==> src/tsl_pkg.sv <==
// Shared types, constants and lookup for the tempo-synced LFO.
// No dependencies; used by every other file in src.
package tsl_pkg;

	// Fixed field widths
	localparam int BPM_W   = 10;
	localparam int SR_W    = 18;
	localparam int DIV_W   = 4;
	localparam int SHAPE_W = 2;
	localparam int SEED_W  = 16;
	localparam int CFG_W   = 18;
	localparam int CIDX_W  = 3;
	localparam int BLK_W   = 13;
	localparam int LUT_W   = 16;   // 60 * beats48 fits in 16 bits
	localparam int DEN_W   = LUT_W + SR_W;

	// Register indexes
	localparam logic [CIDX_W-1:0] REG_RATE_DIVISION  = 3'd0;
	localparam logic [CIDX_W-1:0] REG_WAVE_SHAPE     = 3'd1;
	localparam logic [CIDX_W-1:0] REG_TEMPO_BPM      = 3'd2;
	localparam logic [CIDX_W-1:0] REG_SAMPLE_RATE_HZ = 3'd3;
	localparam logic [CIDX_W-1:0] REG_RANDOM_SEED    = 3'd4;

	// Item kinds
	localparam logic KIND_ADVANCE = 1'b0;
	localparam logic KIND_RESTART = 1'b1;

	// Wave shapes
	localparam logic [SHAPE_W-1:0] SHAPE_TRIANGLE = 2'd0;
	localparam logic [SHAPE_W-1:0] SHAPE_SAW_DOWN = 2'd1;
	localparam logic [SHAPE_W-1:0] SHAPE_SQUARE   = 2'd2;
	localparam logic [SHAPE_W-1:0] SHAPE_SAMPLE_HOLD = 2'd3;

	// Reset values
	localparam logic [DIV_W-1:0]   RST_RATE_DIVISION  = 4'd4;
	localparam logic [SHAPE_W-1:0] RST_WAVE_SHAPE     = 2'd0;
	localparam logic [BPM_W-1:0]   RST_TEMPO_BPM      = 10'd120;
	localparam logic [SR_W-1:0]    RST_SAMPLE_RATE_HZ = 18'd48000;
	localparam logic [SEED_W-1:0]  RST_RANDOM_SEED    = 16'd1;

	localparam logic [SEED_W-1:0]  LFSR_MASK = 16'hB400;

	typedef struct packed {
		logic             kind;
		logic [BLK_W-1:0] block_samples;
	} in_item_t;

	typedef struct packed {
		logic signed [15:0] lfo_value;
		logic [31:0]        phase_now;
		logic               cycle_wrapped;
	} out_item_t;

	typedef struct packed {
		logic busy;
		logic done;
		logic whole_nz;   // integer part of the quotient is non-zero
	} div_stat_t;

	typedef enum logic [2:0] {
		ST_IDLE,
		ST_MUL_NUM,
		ST_MUL_DEN,
		ST_DIV_GO,
		ST_DIV_WAIT,
		ST_ADD,
		ST_WAVE
	} state_t;

	// 60 * note length in 1/48 beat; out-of-range divisions read as 4 bars
	function automatic logic [LUT_W-1:0] div_len60(input logic [DIV_W-1:0] div);
		logic [LUT_W-1:0] r;
		case (div)
			4'd0: r = 16'd720;
			4'd1: r = 16'd480;
			4'd2: r = 16'd1440;
			4'd3: r = 16'd960;
			4'd4: r = 16'd2880;
			4'd5: r = 16'd1920;
			4'd6: r = 16'd5760;
			4'd7: r = 16'd11520;
			4'd8: r = 16'd23040;
			default: r = 16'd46080;
		endcase
		return r;
	endfunction

endpackage

==> src/tsl_divider.sv <==
// Restoring divider, one quotient bit per cycle, for the phase increment.
// Depends on tsl_pkg. Gives the fractional quotient and a non-zero flag for the integer part.
module tsl_divider #(
	parameter int NUM_W      = 29,
	parameter int PHASE_BITS = 32
) (
	input  logic                        clk,
	input  logic                        arst_n,
	input  logic                        start,
	input  logic [NUM_W-1:0]            num,
	input  logic [tsl_pkg::DEN_W-1:0]   den,
	output tsl_pkg::div_stat_t          stat,
	output logic [PHASE_BITS-1:0]       frac
);

	localparam int STEPS  = NUM_W + PHASE_BITS;
	localparam int STEP_W = $clog2(STEPS);

	logic                        busy_q;
	logic                        done_q;
	logic                        whole_q;
	logic [STEP_W-1:0]           step_q;
	logic [NUM_W-1:0]            num_q;
	logic [tsl_pkg::DEN_W-1:0]   den_q;
	logic [tsl_pkg::DEN_W-1:0]   rem_q;
	logic [PHASE_BITS-1:0]       frac_q;

	logic [tsl_pkg::DEN_W:0]     trial;
	logic [tsl_pkg::DEN_W:0]     den_ext;
	logic [tsl_pkg::DEN_W:0]     diff;
	logic                        ge;
	logic                        last_step;
	logic                        int_phase;

	assign trial     = {rem_q, num_q[NUM_W-1]};
	assign den_ext   = {1'b0, den_q};
	assign diff      = trial - den_ext;
	assign ge        = (trial >= den_ext);
	assign last_step = (step_q == STEP_W'(STEPS - 1));
	assign int_phase = (step_q < STEP_W'(NUM_W));

	always_ff @(posedge clk or negedge arst_n) begin
		if (!arst_n) begin
			busy_q  <= 1'b0;
			done_q  <= 1'b0;
			whole_q <= 1'b0;
			step_q  <= '0;
		end else begin
			done_q <= busy_q & last_step;
			if (start) begin
				busy_q  <= 1'b1;
				whole_q <= 1'b0;
				step_q  <= '0;
			end else if (busy_q) begin
				if (int_phase && ge)
					whole_q <= 1'b1;
				if (last_step)
					busy_q <= 1'b0;
				else
					step_q <= step_q + 1'b1;
			end
		end
	end

	always_ff @(posedge clk) begin
		if (start) begin
			num_q  <= num;
			den_q  <= den;
			rem_q  <= '0;
			frac_q <= '0;
		end else if (busy_q) begin
			num_q <= {num_q[NUM_W-2:0], 1'b0};
			rem_q <= ge ? diff[tsl_pkg::DEN_W-1:0] : trial[tsl_pkg::DEN_W-1:0];
			if (!int_phase)
				frac_q <= {frac_q[PHASE_BITS-2:0], ge};
		end
	end

	assign stat.busy     = busy_q;
	assign stat.done     = done_q;
	assign stat.whole_nz = whole_q;
	assign frac          = frac_q;

	a_done_after_busy: assert property (@(posedge clk) disable iff (!arst_n)
		done_q |-> $past(busy_q))
		else $error("divider done without a run");

	a_no_restart_busy: assert property (@(posedge clk) disable iff (!arst_n)
		start |-> !busy_q)
		else $error("divider started while busy");

	a_done_pulse: assert property (@(posedge clk) disable iff (!arst_n)
		done_q |=> !done_q)
		else $error("divider done held over two cycles");

endmodule

==> src/tsl_wave.sv <==
// Waveform shaper: maps a 32-bit phase to a Q1.15 triangle, saw, square or held value.
// Depends on tsl_pkg.
module tsl_wave (
	input  logic [31:0]                    phase,
	input  logic [tsl_pkg::SHAPE_W-1:0]    shape,
	input  logic [15:0]                    held,
	output logic signed [15:0]             value
);

	logic [31:0]        d_mid;
	logic [31:0]        d_top;
	logic signed [17:0] v;

	assign d_mid = phase - 32'h4000_0000;
	assign d_top = phase - 32'hC000_0000;

	always_comb begin
		case (shape)
			tsl_pkg::SHAPE_TRIANGLE: begin
				if (phase < 32'h4000_0000)
					v = $signed({3'b000, phase[29:15]});
				else if (phase < 32'hC000_0000)
					v = 18'sd32768 - $signed({1'b0, d_mid[31:15]});
				else
					v = -18'sd32768 + $signed({1'b0, d_top[31:15]});
			end
			tsl_pkg::SHAPE_SAW_DOWN:
				v = 18'sd32768 - $signed({2'b00, phase[31:16]});
			tsl_pkg::SHAPE_SQUARE:
				v = phase[31] ? -18'sd32768 : 18'sd32767;
			default:
				v = 18'(signed'(held));
		endcase
	end

	// only +1 can overflow
	assign value = (v > 18'sd32767) ? 16'sh7FFF : v[15:0];

endmodule

==> src/tempo_synced_lfo.sv <==
// Tempo-synced LFO: PHASE_BITS-bit phase accumulator with tempo-derived increment.
// Depends on tsl_pkg, tsl_divider and tsl_wave.
//
// An advance item is turned into a phase increment of
// floor(2^PHASE_BITS * bpm * 48 * count / (60 * beats48 * fs)): two products through
// one shared 16 x 18 multiplier, then a restoring divider that yields one quotient bit per cycle
// over 16 + clog2(MAX_BLOCK+1) integer bits and PHASE_BITS fraction bits. An advance passes through
// the states MUL_NUM, MUL_DEN, DIV_GO, DIV_WAIT, ADD and WAVE; a restart goes straight to WAVE.
// in_stall stays high until the result is loaded, and a finished result waits in the output register
// while the next item is taken. The integer part of the quotient only sets cycle_wrapped; in
// sample-and-hold shape a wrap steps the LFSR once. Configuration is to be written only while
// idle, which the block itself does not enforce; writing random_seed loads the LFSR.
module tempo_synced_lfo #(
	parameter int PHASE_BITS = 32,
	parameter int MAX_BLOCK  = 4096
) (
	input  logic                          clk,
	input  logic                          arst_n,
	input  logic                          cfg_write,
	input  logic [tsl_pkg::CIDX_W-1:0]    cfg_index,
	input  logic [tsl_pkg::CFG_W-1:0]     cfg_data,
	input  logic                          in_valid,
	output logic                          in_stall,
	input  tsl_pkg::in_item_t             in_item,
	output logic                          out_valid,
	input  logic                          out_stall,
	output tsl_pkg::out_item_t            out_item
);

	localparam int CNT_W  = $clog2(MAX_BLOCK + 1);
	localparam int MB_W   = (CNT_W > tsl_pkg::SR_W) ? CNT_W : tsl_pkg::SR_W;
	localparam int PROD_W = tsl_pkg::LUT_W + MB_W;
	localparam int NUM_W  = tsl_pkg::LUT_W + CNT_W;

	tsl_pkg::state_t state_q, state_d;

	logic [tsl_pkg::DIV_W-1:0]   rate_division_q;
	logic [tsl_pkg::SHAPE_W-1:0] wave_shape_q;
	logic [tsl_pkg::BPM_W-1:0]   tempo_bpm_q;
	logic [tsl_pkg::SR_W-1:0]    srate_hz_q;

	logic [PHASE_BITS-1:0]       phase_q;
	logic [15:0]                 held_q;
	logic [15:0]                 lfsr_q;
	logic                        wrapped_q;

	logic [CNT_W-1:0]            cnt_q;
	logic [NUM_W-1:0]            num_q;
	logic [tsl_pkg::DEN_W-1:0]   den_q;

	logic                        out_valid_q;
	tsl_pkg::out_item_t          out_q;

	logic                        accept;
	logic                        div_start;
	logic                        out_load;
	tsl_pkg::div_stat_t          div_stat;
	logic [PHASE_BITS-1:0]       div_frac;

	logic [tsl_pkg::LUT_W-1:0]   bpm48;
	logic [tsl_pkg::SR_W-1:0]    sr_eff;
	logic [tsl_pkg::LUT_W-1:0]   mul_a;
	logic [MB_W-1:0]             mul_b;
	logic [PROD_W-1:0]           mul_p;

	logic [PHASE_BITS:0]         add_sum;
	logic                        add_wrap;
	logic [15:0]                 lfsr_src;
	logic [15:0]                 lfsr_next;

	logic [PHASE_BITS+31:0]      phase_ext;
	logic [31:0]                 phase_u;
	logic signed [15:0]          wave_v;

	assign accept   = in_valid & ~in_stall;
	assign in_stall = (state_q != tsl_pkg::ST_IDLE);

	// Shared multiplier: count term first, then the note-length term
	assign bpm48  = tsl_pkg::LUT_W'({tempo_bpm_q, 5'b0}) + tsl_pkg::LUT_W'({tempo_bpm_q, 4'b0});
	assign sr_eff = (srate_hz_q == '0) ? tsl_pkg::SR_W'(1) : srate_hz_q;
	assign mul_a  = (state_q == tsl_pkg::ST_MUL_NUM) ? bpm48 :
	                tsl_pkg::div_len60(rate_division_q);
	assign mul_b  = (state_q == tsl_pkg::ST_MUL_NUM) ? MB_W'(cnt_q) : MB_W'(sr_eff);
	assign mul_p  = PROD_W'(mul_a) * PROD_W'(mul_b);

	assign add_sum  = {1'b0, phase_q} + {1'b0, div_frac};
	assign add_wrap = div_stat.whole_nz | add_sum[PHASE_BITS];

	assign lfsr_src  = (lfsr_q == 16'd0) ? 16'd1 : lfsr_q;
	assign lfsr_next = {1'b0, lfsr_src[15:1]} ^ (lfsr_src[0] ? tsl_pkg::LFSR_MASK : 16'd0);

	// Top 32 bits of the phase, zero-filled below when the phase is narrower
	assign phase_ext = {phase_q, 32'd0};
	assign phase_u   = phase_ext[PHASE_BITS+31 -: 32];

	tsl_divider #(
		.NUM_W      (NUM_W),
		.PHASE_BITS (PHASE_BITS)
	) u_divider (
		.clk    (clk),
		.arst_n (arst_n),
		.start  (div_start),
		.num    (num_q),
		.den    (den_q),
		.stat   (div_stat),
		.frac   (div_frac)
	);

	tsl_wave u_wave (
		.phase (phase_u),
		.shape (wave_shape_q),
		.held  (held_q),
		.value (wave_v)
	);

	always_comb begin
		state_d   = state_q;
		div_start = 1'b0;
		out_load  = 1'b0;
		case (state_q)
			tsl_pkg::ST_IDLE: begin
				if (in_valid)
					state_d = (in_item.kind == tsl_pkg::KIND_RESTART) ?
					          tsl_pkg::ST_WAVE : tsl_pkg::ST_MUL_NUM;
			end
			tsl_pkg::ST_MUL_NUM: state_d = tsl_pkg::ST_MUL_DEN;
			tsl_pkg::ST_MUL_DEN: state_d = tsl_pkg::ST_DIV_GO;
			tsl_pkg::ST_DIV_GO: begin
				div_start = 1'b1;
				state_d   = tsl_pkg::ST_DIV_WAIT;
			end
			tsl_pkg::ST_DIV_WAIT: begin
				if (div_stat.done)
					state_d = tsl_pkg::ST_ADD;
			end
			tsl_pkg::ST_ADD: state_d = tsl_pkg::ST_WAVE;
			tsl_pkg::ST_WAVE: begin
				if (!out_valid_q || !out_stall) begin
					out_load = 1'b1;
					state_d  = tsl_pkg::ST_IDLE;
				end
			end
			default: state_d = tsl_pkg::ST_IDLE;
		endcase
	end

	always_ff @(posedge clk or negedge arst_n) begin
		if (!arst_n)
			state_q <= tsl_pkg::ST_IDLE;
		else
			state_q <= state_d;
	end

	always_ff @(posedge clk or negedge arst_n) begin
		if (!arst_n) begin
			rate_division_q <= tsl_pkg::RST_RATE_DIVISION;
			wave_shape_q    <= tsl_pkg::RST_WAVE_SHAPE;
			tempo_bpm_q     <= tsl_pkg::RST_TEMPO_BPM;
			srate_hz_q      <= tsl_pkg::RST_SAMPLE_RATE_HZ;
			phase_q         <= '0;
			held_q          <= '0;
			lfsr_q          <= tsl_pkg::RST_RANDOM_SEED;
			wrapped_q       <= 1'b0;
			out_valid_q     <= 1'b0;
		end else begin
			if (cfg_write) begin
				case (cfg_index)
					tsl_pkg::REG_RATE_DIVISION:
						rate_division_q <= cfg_data[tsl_pkg::DIV_W-1:0];
					tsl_pkg::REG_WAVE_SHAPE:
						wave_shape_q <= cfg_data[tsl_pkg::SHAPE_W-1:0];
					tsl_pkg::REG_TEMPO_BPM:
						tempo_bpm_q <= cfg_data[tsl_pkg::BPM_W-1:0];
					tsl_pkg::REG_SAMPLE_RATE_HZ:
						srate_hz_q <= cfg_data[tsl_pkg::SR_W-1:0];
					tsl_pkg::REG_RANDOM_SEED: begin
						lfsr_q <= cfg_data[tsl_pkg::SEED_W-1:0];
					end
					default: ;
				endcase
			end
			if (accept && in_item.kind == tsl_pkg::KIND_RESTART) begin
				phase_q   <= '0;
				wrapped_q <= 1'b0;
			end
			if (state_q == tsl_pkg::ST_ADD) begin
				phase_q   <= add_sum[PHASE_BITS-1:0];
				wrapped_q <= add_wrap;
				if (add_wrap && wave_shape_q == tsl_pkg::SHAPE_SAMPLE_HOLD) begin
					lfsr_q <= lfsr_next;
					held_q <= lfsr_next;
				end
			end
			if (out_load)
				out_valid_q <= 1'b1;
			else if (!out_stall)
				out_valid_q <= 1'b0;
		end
	end

	always_ff @(posedge clk) begin
		if (accept) begin
			if (32'(in_item.block_samples) > 32'(MAX_BLOCK))
				cnt_q <= CNT_W'(MAX_BLOCK);
			else
				cnt_q <= CNT_W'(in_item.block_samples);
		end
		if (state_q == tsl_pkg::ST_MUL_NUM)
			num_q <= NUM_W'(mul_p);
		if (state_q == tsl_pkg::ST_MUL_DEN)
			den_q <= tsl_pkg::DEN_W'(mul_p);
		if (out_load) begin
			out_q.lfo_value     <= wave_v;
			out_q.phase_now     <= phase_u;
			out_q.cycle_wrapped <= wrapped_q;
		end
	end

	assign out_valid = out_valid_q;
	assign out_item  = out_q;

	a_result_from_wave: assert property (@(posedge clk) disable iff (!arst_n)
		$rose(out_valid_q) |-> $past(state_q == tsl_pkg::ST_WAVE))
		else $error("result appeared outside the wave state");

	a_phase_holds: assert property (@(posedge clk) disable iff (!arst_n)
		(state_q != tsl_pkg::ST_ADD &&
		 !(accept && in_item.kind == tsl_pkg::KIND_RESTART)) |=> $stable(phase_q))
		else $error("phase moved outside an update");

	a_div_running: assert property (@(posedge clk) disable iff (!arst_n)
		(state_q == tsl_pkg::ST_DIV_WAIT) |-> (div_stat.busy || div_stat.done))
		else $error("waiting on an idle divider");

endmodule

==> config.mk <==
export PLATFORM = sky130hd
export DESIGN_NAME = tempo_synced_lfo
export DESIGN_NICKNAME = d
export VERILOG_FILES = /design/src/tsl_pkg.sv /design/src/tsl_divider.sv /design/src/tsl_wave.sv /design/src/tempo_synced_lfo.sv
export SDC_FILE = /design/constraint.sdc
export NUM_CORES = 1
export LEC_CHECK = 0
export BUFFER_PORTS_ARGS = -buffer_cell sky130_fd_sc_hd__buf_2
export CORE_ASPECT_RATIO = 0.7
export CORE_MARGIN = 4
export CORE_UTILIZATION = 58
export CTS_CLUSTER_DIAMETER = 60
export DETAILED_ROUTE_END_ITERATION = 10
export GPL_TIMING_DRIVEN = 0
export HOLD_SLACK_MARGIN = 0.06
export PLACE_DENSITY = 0.79
export SETUP_SLACK_MARGIN = 0.5
export SYNTH_ARGS = -nofsm -noshare
export SYNTH_HDL_FRONTEND = slang
export SYNTH_SLANG_ARGS = --single-unit
==> constraint.sdc <==
create_clock -name clk -period 7.7 [get_ports clk]
set_input_delay 0.77 -clock clk [delete_from_list [all_inputs] [get_ports clk]]
set_output_delay 0.77 -clock clk [all_outputs]
set_load 0.02 [all_outputs]
==> flow_summary.ini <==
[clocking]
h-tree-depth = 2
cts_buffers = 37
cts_tree = yes
cts_buffer_depth = 3
clkSinkCount = 350
clk_pin_slew_ns = 0.07
clk_latency_ns = 0.56
cts-hold-fix-buffers = 0
cts_root_buf = clkbuf_16

[detailed_routing]
drtIter0Drc = 1959
wl_mm = 65.9
drt_pass1_iterations = 6
vias = 19600
wl_per_cell_um = 20.1
vias_per_cell = 5.99
drc = 0
ant_nets = 0

[setup_path]
crit_start = state_q[2]
worst_path_largest_cell_delay_ns = 0.63
r2r_end = den_q[28]
cp-start-kind = register
critPathRequiredTime_ns = 7.98
cp_max_fo = 10
crit_path_end_kind = register
r2r_cells = 25
r2r_slack_ns = 0.11
path_buf_inv = 4
path_delay_family = adder cells
crit_type = register to register
cp.arrival_ns = 7.88
r2r_start = state_q[2]
cpMaxStageDelayCell = fa_2
cpMostUsedCell = fa_1

[grt]
grt_max_degree = 66
grtUsageTotal_pct = 27.9
met1_usage_pct = 41.4
grt_pass1_vias = 19200
grt_pass1_wl_mm = 103
antenna_found_initial = 1
use_met2_pct = 42.8
gr-usage-met3_pct = 6.02
grt_overflow = 0
busiest_layer = met2

[place]
portBuffers = 90
placed_area_sq_um = 26100
dp_hpwl_mm = 48.3
dpl.cell_count = 3163
place_congestion = 0.977

[synth]
synthCells = 2519
synth_edf_count = 172
synth_top_cell_area_share_pct = 20.8
synth_cell_types = 82
ys_ff_latch = 350
synth_area_leaders = edfxtp_1, fa_1, dfrtp_1
synth_area_leader_cell = edfxtp_1
avgSynthCellArea_sq_um = 9.84
synth_top_flop_cell = edfxtp_1
synth_fp_nets = 2915
yosys_warnings = 0
syn_area_sq_um = 24800
synth_seq_area_share_pct = 37.5
postSynth.asyncResetShare_pct = 32.0

[timing]
clock_skew_ns = 0.0425
slew_viol_final = 0
rsz0062_at_grt = yes
relSlewSlack_pct = 16.2
min_period_ns = 7.59
final_hold_viol_count = 0
layout_worst_path_cycle_share_pct = 98.6
final.hold.worst_slack_ns = 0.228
tightest_slew_ns = 1.24
max_freq_mhz = 132
setup_viol = 0

[floorplan]
rows = 63
dieArea_sq_um = 46200
start_util_pct = 58.7
chipWidth_um = 255
ios = 91
die_h_um = 181
core_sq_um = 42300

[outcome]
outcome = finished clean

[finish]
fin_util_pct = 67.4
nFillCells = 3143
fin_cells = 3274
num-nets-final = 3090
syn2layout_area_growth_pct = 14.9
regArea_sq_um = 9310
multiInputGateArea_sq_um = 14900
fin_area_sq_um = 28500
final_layout_size_suffix_gt1_share_pct = 14.7
layout_commonest_cell = nand2_1
num_antenna_cells = 0
final_cell_mix = nand2_1, inv_1, edfxtp_1

[hold_path]
min_path_type = input pin to async pin

[flow_run]
cap_violations = 0
[synth_stat cells (7+ instances only)]
| master | number |
|---|---|
| o311ai_0 | 10 |
| and2_1 | 29 |
| a21oi_1 | 148 |
| a211oi_1 | 36 |
| nor3_1 | 23 |
| buf_1 | 9 |
| dfstp_2 | 13 |
| ha_1 | 192 |
| a31oi_1 | 16 |
| o21a_1 | 10 |
| nor2b_1 | 29 |
| dfrtp_1 | 99 |
| nand3_1 | 24 |
| nor4_1 | 11 |
| o21ai_1 | 10 |
| o211ai_1 | 8 |
| o31ai_1 | 7 |
| o21bai_1 | 17 |
| nand2_1 | 387 |
| or3_1 | 17 |
| inv_1 | 245 |
| mux2i_1 | 58 |
| nand2b_1 | 21 |
| clkbuf_1 | 76 |
| dfxtp_1 | 66 |
| edfxtp_1 | 172 |
| a21o_1 | 37 |
| nand4_1 | 9 |
| or2_2 | 9 |
| nor2_1 | 174 |
| xor2_1 | 42 |
| and3_1 | 11 |
| xnor2_1 | 66 |
| a22o_1 | 28 |
| mux2_2 | 30 |
| fa_1 | 164 |
| o21ai_0 | 122 |
[worst max-delay path by stage]
stage	cells after the start	to
floorplan	27	den_q[32]
global placement	27	den_q[33]
detailed placement	27	den_q[33]
CTS	27	den_q[32]
global route	29	den_q[28]
finish	25	den_q[28]
[area by class of cell]
type,count,share of cell area (%)
Clock buffer,47,3.68
Clock inverter,20,0.659
Inverter,247,3.26
Tap cell,552,2.42
Timing Repair Buffer,136,2.97
Buffer,100,1.91
Multi-Input combinational cell,1822,52.4
Sequential cell,350,32.7
[worst register-to-register path, stage by stage (launching register included)]
cell and delay, ns:
dfrtp_1 0.40, or3b_2 0.53, buf_4 0.22, inv_4 0.13, buf_8 0.17, mux2i_1 0.57, nor2_1 0.15, nand2_1 0.10
o311ai_1 0.15, fa_1 0.54, fa_1 0.57, fa_1 0.45, fa_1 0.53, fa_2 0.63, ha_4 0.22, ha_4 0.21
a21o_1 0.15, a21o_1 0.15, a21o_1 0.17, o311a_1 0.36, o22ai_2 0.20, buf_4 0.17, o21ai_1 0.08, o21ai_1 0.15
nand2b_1 0.12, xnor2_2 0.17
[metrics by stage]
step           TNS, ns  setup slack [ns]
5_1_grt         -0.496            -0.140
4_1_cts              0             0.240
6_report             0             0.109
2_1_floorplan        0             0.504
3_5_place_dp    -17.93             -1.14
3_3_place_gp    -13.70            -0.921
[timing repair]
item | CTS | global route
setup buffers | 30 | 11
setup endpoints to repair | 37 | 27
gates cloned | 1 | 2
gates resized for setup | 114 | 64
pin swaps | 64 | 54
[kinds of logic after synthesis]
kind of cell	synth area share, %
AOI/OAI and AO/OA	12.7
xor gates and xnor gates	3.82
adders and majority gates	22.9
buffers and inverters	5.44
DFF	37.5
muxes	3.70
and+or+nand+nor	13.9
[layer usage]
layer  share of wire (%)  wire, um  vias up
met3                 9.4      6160      150
met2                  44     29300      895
met5                   0         0        -
met1                  44     28800     9617
li1                    -         -     8960
met4                 2.5      1650        0
[flip-flops by register name, summed over array words and instances (netlist names), 18 cells and up]
register and cells:
u_divider.rem_q 34, den_q 30, phase_q 32, u_divider.frac 32, u_divider.num_q 25, u_divider.den_q 30
num_q 25, out_item 49, srate_hz_q 18
Power is not shown: default switching activity piles up to over one toggle a cycle in this logic, so the estimate is an artifact.
